`src/rtl/fmc_pkg.sv`:
```
// Shared types and constants for the filtered mean color core.
// Used by fmc_filter, fmc_divider and filtered_mean_color_core; depends on nothing.
package fmc_pkg;

   // Field widths.
   localparam int unsigned PIX_W      = 8;
   localparam int unsigned KEPT_W     = 19;
   localparam int unsigned QUO_W      = 8;
   // A channel sum never exceeds 255 times the kept count, so it fits in the
   // count width plus the quotient width less one bit.
   localparam int unsigned SUM_W      = KEPT_W + QUO_W - 1;
   localparam int unsigned MAX_PIXELS = 262144;
   localparam int unsigned CSR_IDX_W  = 3;
   localparam int unsigned LIGHT_W    = PIX_W + 1;
   localparam int unsigned SAT_W      = 2 * PIX_W + 1;

   // Configuration reset values.
   localparam logic [PIX_W-1:0] MID_LOW_RST   = 8'd70;
   localparam logic [PIX_W-1:0] MID_HIGH_RST  = 8'd180;
   localparam logic [PIX_W-1:0] SAT_MIN_RST   = 8'd150;
   localparam logic [PIX_W-1:0] LIGHT_MIN_RST = 8'd50;

   // Register indexes of the configuration port.
   typedef enum logic [CSR_IDX_W-1:0] {
      CSR_MODE      = 3'd0,
      CSR_MID_LOW   = 3'd1,
      CSR_MID_HIGH  = 3'd2,
      CSR_SAT_MIN   = 3'd3,
      CSR_LIGHT_MIN = 3'd4
   } csr_index_type;

   // Filter modes.
   typedef enum logic {
      MODE_MID_BRIGHT = 1'b0,
      MODE_SATURATION = 1'b1
   } mode_type;

   // Filter settings as seen by the filter.
   typedef struct packed {
      mode_type         mode;
      logic [PIX_W-1:0] mid_low;
      logic [PIX_W-1:0] mid_high;
      logic [PIX_W-1:0] saturation_min;
      logic [PIX_W-1:0] lightness_min;
   } cfg_type;

   // Sequencer states.
   typedef enum logic [1:0] {
      ST_IDLE,
      ST_FILTER,
      ST_DIV_LOAD,
      ST_DIV_RUN
   } state_type;

   // Channel being divided.
   typedef enum logic [1:0] {
      CH_RED,
      CH_GREEN,
      CH_BLUE
   } chan_type;

endpackage

```
`src/rtl/fmc_filter.sv`:
```
// Pixel filter: decides whether one pixel is kept under the current settings.
// Depends on fmc_pkg.
module fmc_filter (
   input  fmc_pkg::cfg_type               cfg,
   input  logic [fmc_pkg::PIX_W-1:0]      red,
   input  logic [fmc_pkg::PIX_W-1:0]      green,
   input  logic [fmc_pkg::PIX_W-1:0]      blue,
   output logic                           keep
);

   logic [fmc_pkg::PIX_W+1:0]   sum3;
   logic [fmc_pkg::PIX_W+1:0]   low3;
   logic [fmc_pkg::PIX_W+1:0]   high3;
   logic                        mid_ok;
   logic [fmc_pkg::PIX_W-1:0]   hi;
   logic [fmc_pkg::PIX_W-1:0]   lo;
   logic [fmc_pkg::PIX_W-1:0]   spread;
   logic [fmc_pkg::SAT_W-1:0]   sat_lhs;
   logic [fmc_pkg::SAT_W-1:0]   sat_rhs;
   logic                        sat_ok;
   logic [fmc_pkg::LIGHT_W-1:0] light_sum;
   logic                        light_ok;

   // Mid-brightness: floor(sum/3) lies in [low, high] exactly when
   // 3*low <= sum < 3*high + 3.
   always_comb begin
      sum3   = (fmc_pkg::PIX_W+2)'(red) + (fmc_pkg::PIX_W+2)'(green)
             + (fmc_pkg::PIX_W+2)'(blue);
      low3   = (fmc_pkg::PIX_W+2)'(cfg.mid_low) * (fmc_pkg::PIX_W+2)'(3);
      high3  = (fmc_pkg::PIX_W+2)'(cfg.mid_high) * (fmc_pkg::PIX_W+2)'(3)
             + (fmc_pkg::PIX_W+2)'(3);
      mid_ok = (sum3 >= low3) && (sum3 < high3);
   end

   // Saturation and lightness. The rounded saturation reaches the minimum when
   // 510*(max-min) + max >= 2*max*minimum, which needs no division.
   always_comb begin
      hi = red;
      lo = red;
      if (green > hi) begin
         hi = green;
      end
      if (blue > hi) begin
         hi = blue;
      end
      if (green < lo) begin
         lo = green;
      end
      if (blue < lo) begin
         lo = blue;
      end
      spread  = hi - lo;
      sat_lhs = fmc_pkg::SAT_W'(spread) * fmc_pkg::SAT_W'(510) + fmc_pkg::SAT_W'(hi);
      sat_rhs = {fmc_pkg::SAT_W'(cfg.saturation_min) * fmc_pkg::SAT_W'(hi)} << 1;
      // A black pixel has saturation zero.
      if (hi == '0) begin
         sat_ok = (cfg.saturation_min == '0);
      end else begin
         sat_ok = (sat_lhs >= sat_rhs);
      end
      light_sum = fmc_pkg::LIGHT_W'(hi) + fmc_pkg::LIGHT_W'(lo) + fmc_pkg::LIGHT_W'(1);
      light_ok  = (light_sum[fmc_pkg::LIGHT_W-1:1] >= cfg.lightness_min);
   end

   // Select the active filter.
   always_comb begin
      case (cfg.mode)
         fmc_pkg::MODE_MID_BRIGHT: keep = mid_ok;
         fmc_pkg::MODE_SATURATION: keep = sat_ok && light_ok;
         default:                  keep = 1'b0;
      endcase
   end

endmodule

```
`src/rtl/fmc_divider.sv`:
```
// Shared restoring divider: one quotient bit per cycle.
// The quotient is known to fit in eight bits. Depends on fmc_pkg.
module fmc_divider (
   input  logic                          clock,
   input  logic                          reset,
   input  logic                          start,
   input  logic [fmc_pkg::SUM_W-1:0]     dividend,
   input  logic [fmc_pkg::KEPT_W-1:0]    divisor,
   output logic                          done,
   output logic [fmc_pkg::QUO_W-1:0]     quotient
);

   localparam int unsigned STEP_W = $clog2(fmc_pkg::QUO_W);

   logic                        run_ff;
   logic                        run_in;
   logic                        done_ff;
   logic                        done_in;
   logic [STEP_W-1:0]           step_ff;
   logic [STEP_W-1:0]           step_in;
   logic [fmc_pkg::SUM_W-1:0]   rem_ff;
   logic [fmc_pkg::SUM_W-1:0]   rem_in;
   logic [fmc_pkg::SUM_W-1:0]   dsr_ff;
   logic [fmc_pkg::SUM_W-1:0]   dsr_in;
   logic [fmc_pkg::QUO_W-1:0]   quo_ff;
   logic [fmc_pkg::QUO_W-1:0]   quo_in;
   logic                        fits;

   // One compare and subtract per cycle against the shifted divisor.
   always_comb begin
      run_in  = run_ff;
      done_in = 1'b0;
      step_in = step_ff;
      rem_in  = rem_ff;
      dsr_in  = dsr_ff;
      quo_in  = quo_ff;
      fits    = (rem_ff >= dsr_ff);
      if (start) begin
         run_in  = 1'b1;
         step_in = STEP_W'(fmc_pkg::QUO_W - 1);
         rem_in  = dividend;
         dsr_in  = {divisor, {(fmc_pkg::QUO_W-1){1'b0}}};
         quo_in  = '0;
      end else if (run_ff) begin
         if (fits) begin
            rem_in = rem_ff - dsr_ff;
         end
         quo_in  = {quo_ff[fmc_pkg::QUO_W-2:0], fits};
         dsr_in  = dsr_ff >> 1;
         step_in = step_ff - STEP_W'(1);
         if (step_ff == '0) begin
            run_in  = 1'b0;
            done_in = 1'b1;
         end
      end
   end

   // Control registers.
   always_ff @(posedge clock) begin
      if (reset) begin
         run_ff  <= 1'b0;
         done_ff <= 1'b0;
      end else begin
         run_ff  <= run_in;
         done_ff <= done_in;
      end
   end

   // Datapath registers.
   always_ff @(posedge clock) begin
      step_ff <= step_in;
      rem_ff  <= rem_in;
      dsr_ff  <= dsr_in;
      quo_ff  <= quo_in;
   end

   assign done     = done_ff;
   assign quotient = quo_ff;

endmodule

```
`src/rtl/filtered_mean_color_core.sv`:
```
// Top level of the filtered mean color core: configuration, pixel sequencer,
// running sums and the final per-channel division. Depends on fmc_pkg,
// fmc_filter and fmc_divider.
//
//   Channel   Ports                                  Handshake
//   request   req_red/green/blue, req_last_pixel     start high while busy low
//   response  rsp_mean_*, rsp_none_kept,             rsp_valid for one cycle
//             rsp_kept_total
//   config    csr_index, csr_data                    csr_write_en
//
// A pixel is captured in ST_IDLE, then filtered and added in ST_FILTER. The
// last pixel of an image adds three divisions on the shared divider, one per
// channel, and its response is registered when the blue division is done
// (from ST_FILTER when no pixel was kept). Reset is synchronous and restores
// the default filter settings and clears the sums. The receiver cannot stall
// the response.
module filtered_mean_color_core (
   input  logic                               clock,
   input  logic                               reset,
   input  logic                               start,
   output logic                               busy,
   input  logic [fmc_pkg::PIX_W-1:0]          req_red,
   input  logic [fmc_pkg::PIX_W-1:0]          req_green,
   input  logic [fmc_pkg::PIX_W-1:0]          req_blue,
   input  logic                               req_last_pixel,
   output logic                               rsp_valid,
   output logic [fmc_pkg::PIX_W-1:0]          rsp_mean_red,
   output logic [fmc_pkg::PIX_W-1:0]          rsp_mean_green,
   output logic [fmc_pkg::PIX_W-1:0]          rsp_mean_blue,
   output logic                               rsp_none_kept,
   output logic [fmc_pkg::KEPT_W-1:0]         rsp_kept_total,
   input  logic                               csr_write_en,
   input  logic [fmc_pkg::CSR_IDX_W-1:0]      csr_index,
   input  logic [fmc_pkg::PIX_W-1:0]          csr_data
);

   fmc_pkg::cfg_type             cfg_ff;
   fmc_pkg::cfg_type             cfg_in;
   fmc_pkg::state_type           state_ff;
   fmc_pkg::state_type           state_in;
   fmc_pkg::chan_type            ch_ff;
   fmc_pkg::chan_type            ch_in;

   logic [fmc_pkg::PIX_W-1:0]    pix_red_ff;
   logic [fmc_pkg::PIX_W-1:0]    pix_red_in;
   logic [fmc_pkg::PIX_W-1:0]    pix_green_ff;
   logic [fmc_pkg::PIX_W-1:0]    pix_green_in;
   logic [fmc_pkg::PIX_W-1:0]    pix_blue_ff;
   logic [fmc_pkg::PIX_W-1:0]    pix_blue_in;
   logic                         last_ff;
   logic                         last_in;

   logic [fmc_pkg::SUM_W-1:0]    red_sum_ff;
   logic [fmc_pkg::SUM_W-1:0]    red_sum_in;
   logic [fmc_pkg::SUM_W-1:0]    green_sum_ff;
   logic [fmc_pkg::SUM_W-1:0]    green_sum_in;
   logic [fmc_pkg::SUM_W-1:0]    blue_sum_ff;
   logic [fmc_pkg::SUM_W-1:0]    blue_sum_in;
   logic [fmc_pkg::KEPT_W-1:0]   kept_ff;
   logic [fmc_pkg::KEPT_W-1:0]   kept_in;
   logic [fmc_pkg::KEPT_W-1:0]   kept_next;

   logic                         rsp_valid_ff;
   logic                         rsp_valid_in;
   logic [fmc_pkg::PIX_W-1:0]    mean_red_ff;
   logic [fmc_pkg::PIX_W-1:0]    mean_red_in;
   logic [fmc_pkg::PIX_W-1:0]    mean_green_ff;
   logic [fmc_pkg::PIX_W-1:0]    mean_green_in;
   logic [fmc_pkg::PIX_W-1:0]    mean_blue_ff;
   logic [fmc_pkg::PIX_W-1:0]    mean_blue_in;
   logic                         none_kept_ff;
   logic                         none_kept_in;
   logic [fmc_pkg::KEPT_W-1:0]   kept_total_ff;
   logic [fmc_pkg::KEPT_W-1:0]   kept_total_in;

   logic                         accept;
   logic                         keep;
   logic                         count_ok;
   logic                         div_start;
   logic                         div_done;
   logic [fmc_pkg::SUM_W-1:0]    div_dividend;
   logic [fmc_pkg::QUO_W-1:0]    div_quotient;

   assign busy   = (state_ff != fmc_pkg::ST_IDLE);
   assign accept = start && !busy;

   // Configuration writes; unknown indexes are ignored.
   always_comb begin
      cfg_in = cfg_ff;
      if (csr_write_en) begin
         case (csr_index)
            fmc_pkg::CSR_MODE:      cfg_in.mode           = fmc_pkg::mode_type'(csr_data[0]);
            fmc_pkg::CSR_MID_LOW:   cfg_in.mid_low        = csr_data;
            fmc_pkg::CSR_MID_HIGH:  cfg_in.mid_high       = csr_data;
            fmc_pkg::CSR_SAT_MIN:   cfg_in.saturation_min = csr_data;
            fmc_pkg::CSR_LIGHT_MIN: cfg_in.lightness_min  = csr_data;
            default:                cfg_in                = cfg_ff;
         endcase
      end
   end

   // Pixel filter on the captured pixel.
   fmc_filter u_filter (
      .cfg   (cfg_ff),
      .red   (pix_red_ff),
      .green (pix_green_ff),
      .blue  (pix_blue_ff),
      .keep  (keep)
   );

   // Dividend for the channel under division.
   always_comb begin
      case (ch_ff)
         fmc_pkg::CH_RED:   div_dividend = red_sum_ff;
         fmc_pkg::CH_GREEN: div_dividend = green_sum_ff;
         default:           div_dividend = blue_sum_ff;
      endcase
   end

   // Shared divider for the three channel means.
   fmc_divider u_divider (
      .clock    (clock),
      .reset    (reset),
      .start    (div_start),
      .dividend (div_dividend),
      .divisor  (kept_ff),
      .done     (div_done),
      .quotient (div_quotient)
   );

   // Sequencer: capture, filter and accumulate, then divide on the last pixel.
   always_comb begin
      state_in      = state_ff;
      ch_in         = ch_ff;
      pix_red_in    = pix_red_ff;
      pix_green_in  = pix_green_ff;
      pix_blue_in   = pix_blue_ff;
      last_in       = last_ff;
      red_sum_in    = red_sum_ff;
      green_sum_in  = green_sum_ff;
      blue_sum_in   = blue_sum_ff;
      kept_in       = kept_ff;
      rsp_valid_in  = 1'b0;
      mean_red_in   = mean_red_ff;
      mean_green_in = mean_green_ff;
      mean_blue_in  = mean_blue_ff;
      none_kept_in  = none_kept_ff;
      kept_total_in = kept_total_ff;
      div_start     = 1'b0;
      count_ok      = (kept_ff < fmc_pkg::KEPT_W'(fmc_pkg::MAX_PIXELS));
      kept_next     = kept_ff;
      if (keep && count_ok) begin
         kept_next = kept_ff + fmc_pkg::KEPT_W'(1);
      end

      case (state_ff)
         fmc_pkg::ST_IDLE: begin
            if (accept) begin
               pix_red_in   = req_red;
               pix_green_in = req_green;
               pix_blue_in  = req_blue;
               last_in      = req_last_pixel;
               state_in     = fmc_pkg::ST_FILTER;
            end
         end
         fmc_pkg::ST_FILTER: begin
            // Add a kept pixel unless the count is already full.
            if (keep && count_ok) begin
               red_sum_in   = red_sum_ff + fmc_pkg::SUM_W'(pix_red_ff);
               green_sum_in = green_sum_ff + fmc_pkg::SUM_W'(pix_green_ff);
               blue_sum_in  = blue_sum_ff + fmc_pkg::SUM_W'(pix_blue_ff);
               kept_in      = kept_next;
            end
            if (!last_ff) begin
               state_in = fmc_pkg::ST_IDLE;
            end else if (kept_next == '0) begin
               // Nothing kept in this image: report zeros at once.
               rsp_valid_in  = 1'b1;
               mean_red_in   = '0;
               mean_green_in = '0;
               mean_blue_in  = '0;
               none_kept_in  = 1'b1;
               kept_total_in = '0;
               state_in      = fmc_pkg::ST_IDLE;
            end else begin
               ch_in    = fmc_pkg::CH_RED;
               state_in = fmc_pkg::ST_DIV_LOAD;
            end
         end
         fmc_pkg::ST_DIV_LOAD: begin
            div_start = 1'b1;
            state_in  = fmc_pkg::ST_DIV_RUN;
         end
         fmc_pkg::ST_DIV_RUN: begin
            if (div_done) begin
               case (ch_ff)
                  fmc_pkg::CH_RED: begin
                     mean_red_in = div_quotient;
                     ch_in       = fmc_pkg::CH_GREEN;
                     state_in    = fmc_pkg::ST_DIV_LOAD;
                  end
                  fmc_pkg::CH_GREEN: begin
                     mean_green_in = div_quotient;
                     ch_in         = fmc_pkg::CH_BLUE;
                     state_in      = fmc_pkg::ST_DIV_LOAD;
                  end
                  default: begin
                     // Last channel done: report and clear for the next image.
                     mean_blue_in  = div_quotient;
                     none_kept_in  = 1'b0;
                     kept_total_in = kept_ff;
                     rsp_valid_in  = 1'b1;
                     red_sum_in    = '0;
                     green_sum_in  = '0;
                     blue_sum_in   = '0;
                     kept_in       = '0;
                     state_in      = fmc_pkg::ST_IDLE;
                  end
               endcase
            end
         end
         default: begin
            state_in = fmc_pkg::ST_IDLE;
         end
      endcase
   end

   // Control state, configuration and accumulators.
   always_ff @(posedge clock) begin
      if (reset) begin
         state_ff              <= fmc_pkg::ST_IDLE;
         cfg_ff.mode           <= fmc_pkg::MODE_MID_BRIGHT;
         cfg_ff.mid_low        <= fmc_pkg::MID_LOW_RST;
         cfg_ff.mid_high       <= fmc_pkg::MID_HIGH_RST;
         cfg_ff.saturation_min <= fmc_pkg::SAT_MIN_RST;
         cfg_ff.lightness_min  <= fmc_pkg::LIGHT_MIN_RST;
         red_sum_ff            <= '0;
         green_sum_ff          <= '0;
         blue_sum_ff           <= '0;
         kept_ff               <= '0;
         rsp_valid_ff          <= 1'b0;
      end else begin
         state_ff              <= state_in;
         cfg_ff                <= cfg_in;
         red_sum_ff            <= red_sum_in;
         green_sum_ff          <= green_sum_in;
         blue_sum_ff           <= blue_sum_in;
         kept_ff               <= kept_in;
         rsp_valid_ff          <= rsp_valid_in;
      end
   end

   // Payload registers.
   always_ff @(posedge clock) begin
      ch_ff         <= ch_in;
      pix_red_ff    <= pix_red_in;
      pix_green_ff  <= pix_green_in;
      pix_blue_ff   <= pix_blue_in;
      last_ff       <= last_in;
      mean_red_ff   <= mean_red_in;
      mean_green_ff <= mean_green_in;
      mean_blue_ff  <= mean_blue_in;
      none_kept_ff  <= none_kept_in;
      kept_total_ff <= kept_total_in;
   end

   assign rsp_valid      = rsp_valid_ff;
   assign rsp_mean_red   = mean_red_ff;
   assign rsp_mean_green = mean_green_ff;
   assign rsp_mean_blue  = mean_blue_ff;
   assign rsp_none_kept  = none_kept_ff;
   assign rsp_kept_total = kept_total_ff;

   // A response is a single-cycle strobe.
   a_rsp_single : assert property (@(posedge clock) disable iff (reset)
      rsp_valid |=> !rsp_valid)
      else $error("response strobe held for more than one cycle");

   // An empty image reports zero means and a zero count.
   a_rsp_empty : assert property (@(posedge clock) disable iff (reset)
      (rsp_valid && rsp_none_kept) |-> (rsp_kept_total == '0 && rsp_mean_red == '0
         && rsp_mean_green == '0 && rsp_mean_blue == '0))
      else $error("empty image reported nonzero fields");

   // A non-empty image reports a count within range.
   a_rsp_count : assert property (@(posedge clock) disable iff (reset)
      (rsp_valid && !rsp_none_kept) |-> (rsp_kept_total != '0
         && rsp_kept_total <= fmc_pkg::KEPT_W'(fmc_pkg::MAX_PIXELS)))
      else $error("kept count out of range");

   // An accepted request makes the block busy.
   a_busy_after_accept : assert property (@(posedge clock) disable iff (reset)
      (start && !busy) |=> busy)
      else $error("request accepted but block not busy");

endmodule

```
`config.mk`:
```
export PLATFORM = sky130hd
export DESIGN_NAME = filtered_mean_color_core
export DESIGN_NICKNAME = d
export VERILOG_FILES = /design/src/rtl/fmc_pkg.sv /design/src/rtl/fmc_filter.sv /design/src/rtl/fmc_divider.sv /design/src/rtl/filtered_mean_color_core.sv
export SDC_FILE = /design/constraint.sdc
export NUM_CORES = 1
export LEC_CHECK = 0
export BUFFER_PORTS_ARGS = -buffer_cell sky130_fd_sc_hd__clkbuf_2
export CAP_MARGIN = 20
export CORE_ASPECT_RATIO = 1.75
export CORE_UTILIZATION = 29
export DETAILED_ROUTE_END_ITERATION = 10
export MAX_ROUTING_LAYER = met4
export PLACE_DENSITY = 0.46
export RECOVER_POWER = 100
export SLEW_MARGIN = 25
export SYNTH_ARGS = -nofsm -noshare
export SYNTH_HDL_FRONTEND = slang
export SYNTH_HIERARCHICAL = 1
export SYNTH_SLANG_ARGS = --single-unit
```
`constraint.sdc`:
```
create_clock -name clock -period 24.9 [get_ports clock]
set_clock_uncertainty 0.05 [all_clocks]
set_input_delay 2.49 -clock clock [delete_from_list [all_inputs] [get_ports clock]]
set_output_delay 2.49 -clock clock [all_outputs]
set_load 0.01 [all_outputs]
```
## After elaboration in Yosys (flattened, before gate mapping)

Cells that the tools add are included.

- Register bits after elaboration: 269
- Memory bits (writable): 0
- Latch bits: 0
- Memories: 0
- Bits in read-only memories: 0

- $add $sub $neg: 13
- Multiply operators: 4
- Equal/unequal tests: 18
- Shift-type cells: 0
- Multiplexer cells: 67
- Bitwise gates (word level): 2
- Order comparisons: 10
- Reductions and logical operators: 31
- Divide/modulo/power cells: 0

Operators by type and width:

| kind | number |
|---|---|
| $mux W26 | 10 |
| $pmux W26 S2 | 4 |
| $mux W19 | 8 |
| $mux W8 | 12 |
| $add A26 B8 Y26 | 3 |
| $pmux W19 S2 | 2 |
| $pmux W8 S2 | 3 |
| $ge A26 B26 Y1 | 1 |
| $sub A26 B26 Y26 | 1 |
| $mul A8 B2 Y10 const B | 2 |
| $reduce_and A5 Y1 | 4 |
| $add A19 B1 Y19 const B | 1 |
| $logic_not A19 Y1 | 1 |
| $lt A19 B19 Y1 const B | 1 |
| $add A8 B8 Y9 | 2 |
| $add A17 B8 Y17 | 1 |
| $ge A17 B17 Y1 | 1 |
| $gt A8 B8 Y1 | 2 |
| $logic_not A8 Y1 | 2 |
| $lt A8 B8 Y1 | 2 |
| $mul A8 B8 Y16 | 1 |
| $mul A8 B8 Y16 const B | 1 |
| $mux W2 | 8 |
| $ne A2 B2 Y1 const B | 8 |
| other kinds (29) | 64 |

## Longest topological paths before layout

- Word-level depth: 17
- Gate-level depth with buffers: 60

## Modules after synthesis

Netlist, hierarchy kept.

Modules (own cells, without submodules):

| module | instances | cells an instance | area an instance (sq um) |
|---|---|---|---|
| filtered_mean_color_core | 1 | 1,035 | 9,756.9 |
| fmc_filter | 1 | 975 | 7,945.1 |
| fmc_divider | 1 | 453 | 4,182.8 |

## Least setup slack after synthesis

OpenSTA, ideal clock, no wires.

- Path type: reg2reg
- From: register pix_red_ff[1] (netlist bit)
- To: register kept_total_ff (netlist bit rsp_kept_total[0]), enable pin
- Stages on the path, launching flop included: 59
- Data arrival time: 13.632 ns
- Slack: 10.762 ns
- Setup time: 0.456 ns
- Required time: 24.394 ns
- Clock period less this slack: 14.138 ns
- Cell sequence: edfxtp_1 -> inv_1 -> ha_1 -> nor2b_1 -> o211a_1 -> buf_6 -> o21ba_1 -> buf_6 -> nor2_4 -> clkbuf_1 -> nand2_1 -> o21ai_0 -> inv_1 -> ha_1 -> a21o_1 -> a21o_1 -> a221oi_1 -> o21ai_2 -> [... 23 more ...] -> nor3b_1 -> a31o_1 -> or2_1 -> xnor2_1 -> ha_1 -> nand4_1 -> o21ai_0 -> a21oi_1 -> mux2_4 -> o22ai_2 -> clkbuf_1 -> nand4b_1 -> or4_1 -> clkbuf_1 -> a211oi_1 -> o211ai_1 -> or2_2 -> o31ai_1

- Word-level cells in the longest chain between the ends: 16
- Elaborated cells between the ends (all ways): 30

Ends and longest elaborated chain:

| item | line | RTL |
|---|---|---|
| start: declaration | filtered_mean_color_core.sv:44 | `logic [fmc_pkg::PIX_W-1:0] pix_red_ff;` |
| start signal: assignment | filtered_mean_color_core.sv:256 | `pix_red_ff <= pix_red_in;` |
| $gt A8 B8 Y1 / $lt A8 B8 Y1 (equally long branches) | fmc_filter.sv:40, fmc_filter.sv:46 |  |
| $mux W8 (on tied branches) | fmc_filter.sv:40, fmc_filter.sv:46 |  |
| $gt A8 B8 Y1 / $lt A8 B8 Y1 (equally long branches) | fmc_filter.sv:43, fmc_filter.sv:49 |  |
| $mux W8 (on tied branches) | fmc_filter.sv:43, fmc_filter.sv:49 |  |
| $sub A8 B8 Y8 | fmc_filter.sv:52 | `spread = hi - lo;` |
| $mul A8 B8 Y16 | fmc_filter.sv:53 | `sat_lhs = fmc_pkg::SAT_W'(spread) * fmc_pkg::SAT_W'(510) + fmc_pkg::SAT_W'(hi);` |
| $add A17 B8 Y17 | fmc_filter.sv:53 |  |
| $ge A17 B17 Y1 | fmc_filter.sv:59 | `sat_ok = (sat_lhs >= sat_rhs);` |
| $mux W1 | fmc_filter.sv:56 | `if (hi == '0) begin` |
| $logic_and A1 B1 Y1 | fmc_filter.sv:69 | `fmc_pkg::MODE_SATURATION: keep = sat_ok && light_ok;` |
| $pmux W1 S2 (*) | fmc_filter.sv:67 | `case (cfg.mode)` |
| net keep | filtered_mean_color_core.sv:77 | `logic keep;` |
| $logic_and A1 B1 Y1 (*) | filtered_mean_color_core.sv:152 | `if (keep && count_ok) begin` |
| $mux W19 (*) | filtered_mean_color_core.sv:152 |  |
| $logic_not A19 Y1 (*) | filtered_mean_color_core.sv:176 | `end else if (kept_next == '0) begin` |
| $ne A2 B2 Y1 (no line) (*) | - |  |
| $reduce_and A5 Y1 (no line) (*) | - |  |
| end signal: assignment | filtered_mean_color_core.sv:264 | `kept_total_ff <= kept_total_in;` |
| end: declaration | filtered_mean_color_core.sv:73 | `logic [fmc_pkg::KEPT_W-1:0] kept_total_ff;` |

The timed path passes the listed nets; every way through them passes the cells marked *.
A chain may end at the register's enable or synchronous reset.

## Worst setup path in the final report

- From: register pix_red_ff[6] (netlist bit)
- To: register green_sum_ff[25] (netlist bit)

- Word-level cells in the longest chain between the ends: 14
- Elaborated cells between the ends (all ways): 28

Ends and longest elaborated chain:

| item | line | RTL |
|---|---|---|
| $gt A8 B8 Y1 / $lt A8 B8 Y1 (equally long branches) | fmc_filter.sv:40, fmc_filter.sv:46 |  |
| $mux W8 (on tied branches) | fmc_filter.sv:40, fmc_filter.sv:46 |  |
| $gt A8 B8 Y1 / $lt A8 B8 Y1 (equally long branches) | fmc_filter.sv:43, fmc_filter.sv:49 |  |
| $mux W8 (on tied branches) | fmc_filter.sv:43, fmc_filter.sv:49 |  |
| $sub A8 B8 Y8 | fmc_filter.sv:52 |  |
| $mul A8 B8 Y16 | fmc_filter.sv:53 |  |
| $add A17 B8 Y17 | fmc_filter.sv:53 |  |
| $ge A17 B17 Y1 | fmc_filter.sv:59 |  |
| $mux W1 | fmc_filter.sv:56 |  |
| $logic_and A1 B1 Y1 | fmc_filter.sv:69 |  |
| $pmux W1 S2 (*) | fmc_filter.sv:67 |  |
| net keep | filtered_mean_color_core.sv:77 |  |
| $logic_and A1 B1 Y1 (*) | filtered_mean_color_core.sv:168 | `if (keep && count_ok) begin` |
| $ne A2 B2 Y1 (no line) (*) | - |  |
| $reduce_and A4 Y1 (no line) (*) | - |  |
| end signal: assignment | filtered_mean_color_core.sv:246 | `green_sum_ff <= green_sum_in;` |
| end: declaration | filtered_mean_color_core.sv:55 | `logic [fmc_pkg::SUM_W-1:0] green_sum_ff;` |

Marks and branches as above.

==> impl_summary.txt <==
----------------------------------------------------
[Status]
  Status ... finished with violations
  Violated checks ... capacitance limit, slew limit

[Global route]
  Wire length of the first global-routing pass ... roughly 100,000 microns
  Met3 demand-to-capacity share in global routing ... 0.01337
  GR Util All Layers ... 0.1751
  Vias in the first global route ... around 18,000
  Largest net degree at the start of global routing ... between 70 and 80
  Most Crowded Layer GR ... met2
  Initial antenna violation count ... 1
  Met1 track demand over resource ... 0.1700
  GRT met2 Usage ... 0.3402
  Remaining global-route overflow ... 0

[Synthesis]
  Number of synthesized flops with an enable pin ... 116
  Post-synth net total ... around 2,800
  Mean instance size in the synthesized netlist ... between 8 and 9 sq um
  Summed instance area of the synthesized netlist ... ~22,000 sq um
  Count of warnings emitted by yosys ... 6
  Number of storage elements in the synthesis netlist ... 269
  Gate count after technology mapping ... around 2,500
  Prevailing post-synth register cell ... sky130_fd_sc_hd__dfxtp_1
  Post-synthesis sequential area ratio ... 0.2991
  Distinct cell type count after synthesis ... roughly 100
  FFs w/ async S/R, synth ... 0

[STA]
  Fmax ... around 0.06 GHz
  Final clock period utilization by the worst path ... 0.6669
  Measured slew at the worst slew-check pin ... approximately 3.8 ns
  Slew Viols, Final ... approximately 280
  Time the worst path needs with I/O delays and setup ... 16.61 ns
  Summed negative setup slack over all endpoints ... 0 ns
  Headroom to the max-slew limit ... -1.519
  RSZ-0062 raised after global routing ... false
  Total setup violations reported at the end of the flow ... 0
  Number of hold violations in the final report ... 0

[Clock tree]
  Setup fix buffers added after clock tree synthesis ... 0
  CTS resizes ... 0
  TritonCTS clock tree ... built
  Clock latency on the worst-skew pair ... 0.58 ns
  # H-tree levels ... 1
  Clock-pin slew on the worst setup and hold paths ... about 0.07 ns
  Sink count of the clock tree ... ~270
  Num CTS Buffers ... 28
  Maximum buffer depth of the clock tree ... 3
  Clock Root Buffer ... sky130_fd_sc_hd__clkbuf_16
  Hold-fix buffer count after cts ... 0

[Setup path]
  Worst R2R Start ... pix_red_ff[6]$_DFFE_PP_
  Data required time of the worst path ... 25.35 ns
  Setup Crit Path Kind ... register to register
  Setup slack, reg-to-reg ... 8.29 ns
  Critical Path Slowest Stage Cell ... sky130_fd_sc_hd__a2111oi_0
  Highest fanout seen on the critical path ... 17
  Crit start category ... register
  Largest stage delay, worst path ... roughly 1.9 ns
  Arr. time, crit path ... 17.06 ns
  Worst R2R End ... green_sum_ff[25]$_SDFFE_PP0P_
  Number of cells traversed by the worst register-to-register path ... 48
  Category of the worst setup path capture point ... register

[Drt]
  Total DRC errors in the routed layout ... 0
  Via-to-Cell Ratio ... approximately 5.2
  Residual antenna-violating net count after detailed routing ... 0
  First drt pass iteration count ... 5
  Drt initial violations ... approximately 720
  Total detailed-routing wirelength ... ~65,000 microns
  Per-cell routed wire length ... 18.93 microns
  Number of vias in the routed layout ... roughly 18,000

[Placed design]
  RePlAce Congestion ... ~0.9
  Detailed placer's ending HPWL ... slightly above 50,000 microns
  Post-placement cell area ... about 23,000 sq um
  Count of buffers from port buffering ... 85

[Floorplan]
  Initial Utilization ... 0.2945
  Standard-cell row count ... 132
  # IOs ... 86
  Placeable core area ... 74,320 sq um
  DIE HEIGHT ... 365.4 microns
  Horizontal die dimension ... ~210 microns
  Die Footprint ... between 70,000 and 80,000 sq um

[Run]
  Max-Cap Viols ... 7

[Final layout]
  Fraction of layout instances using a drive strength above 1 ... 0.04210
  Layout net count ... 2,857
  Diode insertion count for antenna repair ... 0
  Final instance area ... ~24,000 sq um
  Signed area change from the synthesized netlist to the final layout ... 9.570%

[Hold path]
  Worst Hold Path Cells ... 2
  Endpoint of the worst hold path ... cfg_ff[7]$_SDFFE_PP0P_
  Beginning of the worst hold path ... cfg_ff[7]$_SDFFE_PP0P_
  Class of the most critical hold timing path ... register to register

----------------------------------------------------
stage by stage:
step | util | std cells | setup WS, ns | hold WS [ns]
after floorplan | - | 2463 | 10.76 | 0.3851
after global placement | 0.3123 | 3404 | 10.81 | 0.4000
after detailed placement | 0.3123 | 3404 | 10.54 | 0.4049
after CTS | 0.3252 | 3456 | 10.45 | 0.4149
after global routing | 0.3226 | 3456 | 7.248 | 0.4457
final | 0.3226 | 3456 | 8.294 | 0.4094
synthesized netlist by cell type, drive strengths merged, types with 17 or more instances:
cell type | count | share of area
ha | 249 | 0.14
nand2 | 243 | 0.042
inv | 220 | 0.038
nor2 | 174 | 0.030
a21oi | 161 | 0.037
dfxtp | 153 | 0.14
o21ai | 144 | 0.033
edfxtp | 116 | 0.16
xnor2 | 87 | 0.035
clkbuf | 75 | 0.014
fa | 72 | 0.066
mux2i | 56 | 0.026
xor2 | 54 | 0.022
and3 | 49 | 0.014
and2 | 45 | 0.013
a21o | 41 | 0.014
nor3 | 39 | 0.0091
nand3 | 37 | 0.0085
nand2b | 35 | 0.010
nand4 | 32 | 0.0091
o31ai | 28 | 0.010
nor4 | 26 | 0.0077
nor2b | 25 | 0.0071
o21a | 24 | 0.0082
buf | 23 | 0.0062
o21bai | 21 | 0.0072
o211ai | 20 | 0.0073
or4 | 20 | 0.0069
a22oi | 19 | 0.0065
or3 | 17 | 0.0051
layout make-up:
type | instances | area, sq um
Clock buffer | 42 | 857.1
Clock inverter | 10 | 102.6
Fill cell | 7875 | 50340
Inverter | 221 | 829.5
Multi-Input combinational cell | 1875 | 14040
Sequential cell | 269 | 6548
Tap cell | 938 | 1174
Timing Repair Buffer | 101 | 432.9
layout by cell type (no fill, tap or decap), types with 19 or more instances in the layout:
cell type / n
sky130_fd_sc_hd__xnor2_1: 87
sky130_fd_sc_hd__and2_1: 42
sky130_fd_sc_hd__mux2i_1: 56
sky130_fd_sc_hd__and3_1: 47
sky130_fd_sc_hd__a22oi_1: 19
sky130_fd_sc_hd__clkbuf_16: 31
sky130_fd_sc_hd__o31ai_1: 24
sky130_fd_sc_hd__nand2b_1: 34
sky130_fd_sc_hd__clkbuf_1: 83
sky130_fd_sc_hd__edfxtp_1: 116
sky130_fd_sc_hd__a21oi_1: 160
sky130_fd_sc_hd__nand2_1: 243
sky130_fd_sc_hd__inv_1: 218
sky130_fd_sc_hd__nor2b_1: 25
sky130_fd_sc_hd__dfxtp_1: 152
sky130_fd_sc_hd__fa_1: 72
sky130_fd_sc_hd__nand3_1: 37
sky130_fd_sc_hd__o21a_1: 24
sky130_fd_sc_hd__o21ai_0: 136
sky130_fd_sc_hd__xor2_1: 54
sky130_fd_sc_hd__nand4_1: 32
sky130_fd_sc_hd__nor2_1: 173
sky130_fd_sc_hd__or4_1: 20
sky130_fd_sc_hd__nor3_1: 38
sky130_fd_sc_hd__a21o_1: 41
sky130_fd_sc_hd__nor4_1: 25
sky130_fd_sc_hd__o21bai_1: 21
sky130_fd_sc_hd__ha_1: 249
metal layers:
metal / up-vias / share of wire
met3: 145 / 0.026
met4: 0 / 0.059
met2: 346 / 0.55
met5: - / 0
li1: 8745 / -
met1: 8597 / 0.37
registers in the layout, indices dropped and copies added (netlist names):
register,count
u_divider/dsr_ff,26
rsp_none_kept,1
rsp_mean_blue,8
u_divider/done,1
rsp_mean_red,8
rsp_mean_green,8
blue_sum_ff,26
ch_ff,2
u_divider/step_ff,3
kept_ff,19
rsp_valid,1
cfg_ff,33
red_sum_ff,26
state_ff,2
last_ff,1
pix_green_ff,8
u_divider/quotient,8
rsp_kept_total,19
pix_blue_ff,8
pix_red_ff,8
green_sum_ff,26
u_divider/run_ff,1
u_divider/rem_ff,26
logic make-up (layout without fill, tap and decap cells):
group,Yosys count,count (layout),share of synthesized area
xor+xnor,141,141,0.05643
simple gates,792,792,0.1807
fa+ha+maj,324,324,0.2096
mux,68,68,0.03196
buf+inv,319,374,0.05792
flops,269,269,0.2991
compound gates,550,550,0.1643
critical path, delay by kind of cell (launching register included):
kind,cells,cell delay [ns]
XOR/XNOR,5,1.57
AO/OA/AOI/OAI,15,5.71
AND/OR/NAND/NOR,14,4.70
flip-flops,1,0.46
adder cells (fa/ha/maj),8,3.30
buffers and inverters,5,0.40
multiplexers,1,0.32
how the worst max path moves through the flow:
| stage | from | to | slack [ns] |
|---|---|---|---|
| after CTS | pix_red_ff[6]$_DFFE_PP_ | rsp_mean_red[0]$_DFFE_PP_ | 10.45 |
| final | pix_red_ff[6]$_DFFE_PP_ | green_sum_ff[25]$_SDFFE_PP0P_ | 8.29 |
| after global routing | pix_red_ff[6]$_DFFE_PP_ | green_sum_ff[25]$_SDFFE_PP0P_ | 7.25 |
| after global placement | pix_red_ff[5]$_DFFE_PP_ | rsp_mean_red[3]$_DFFE_PP_ | 10.81 |
| after detailed placement | pix_red_ff[6]$_DFFE_PP_ | rsp_mean_red[3]$_DFFE_PP_ | 10.54 |
| after floorplan | pix_red_ff[1]$_DFFE_PP_ | rsp_kept_total[0]$_SDFFCE_PN0P_ | 10.76 |
Power is left out: the tool's default activity adds up to more than one toggle a clock period on the data nets, which glitch-free logic cannot reach.
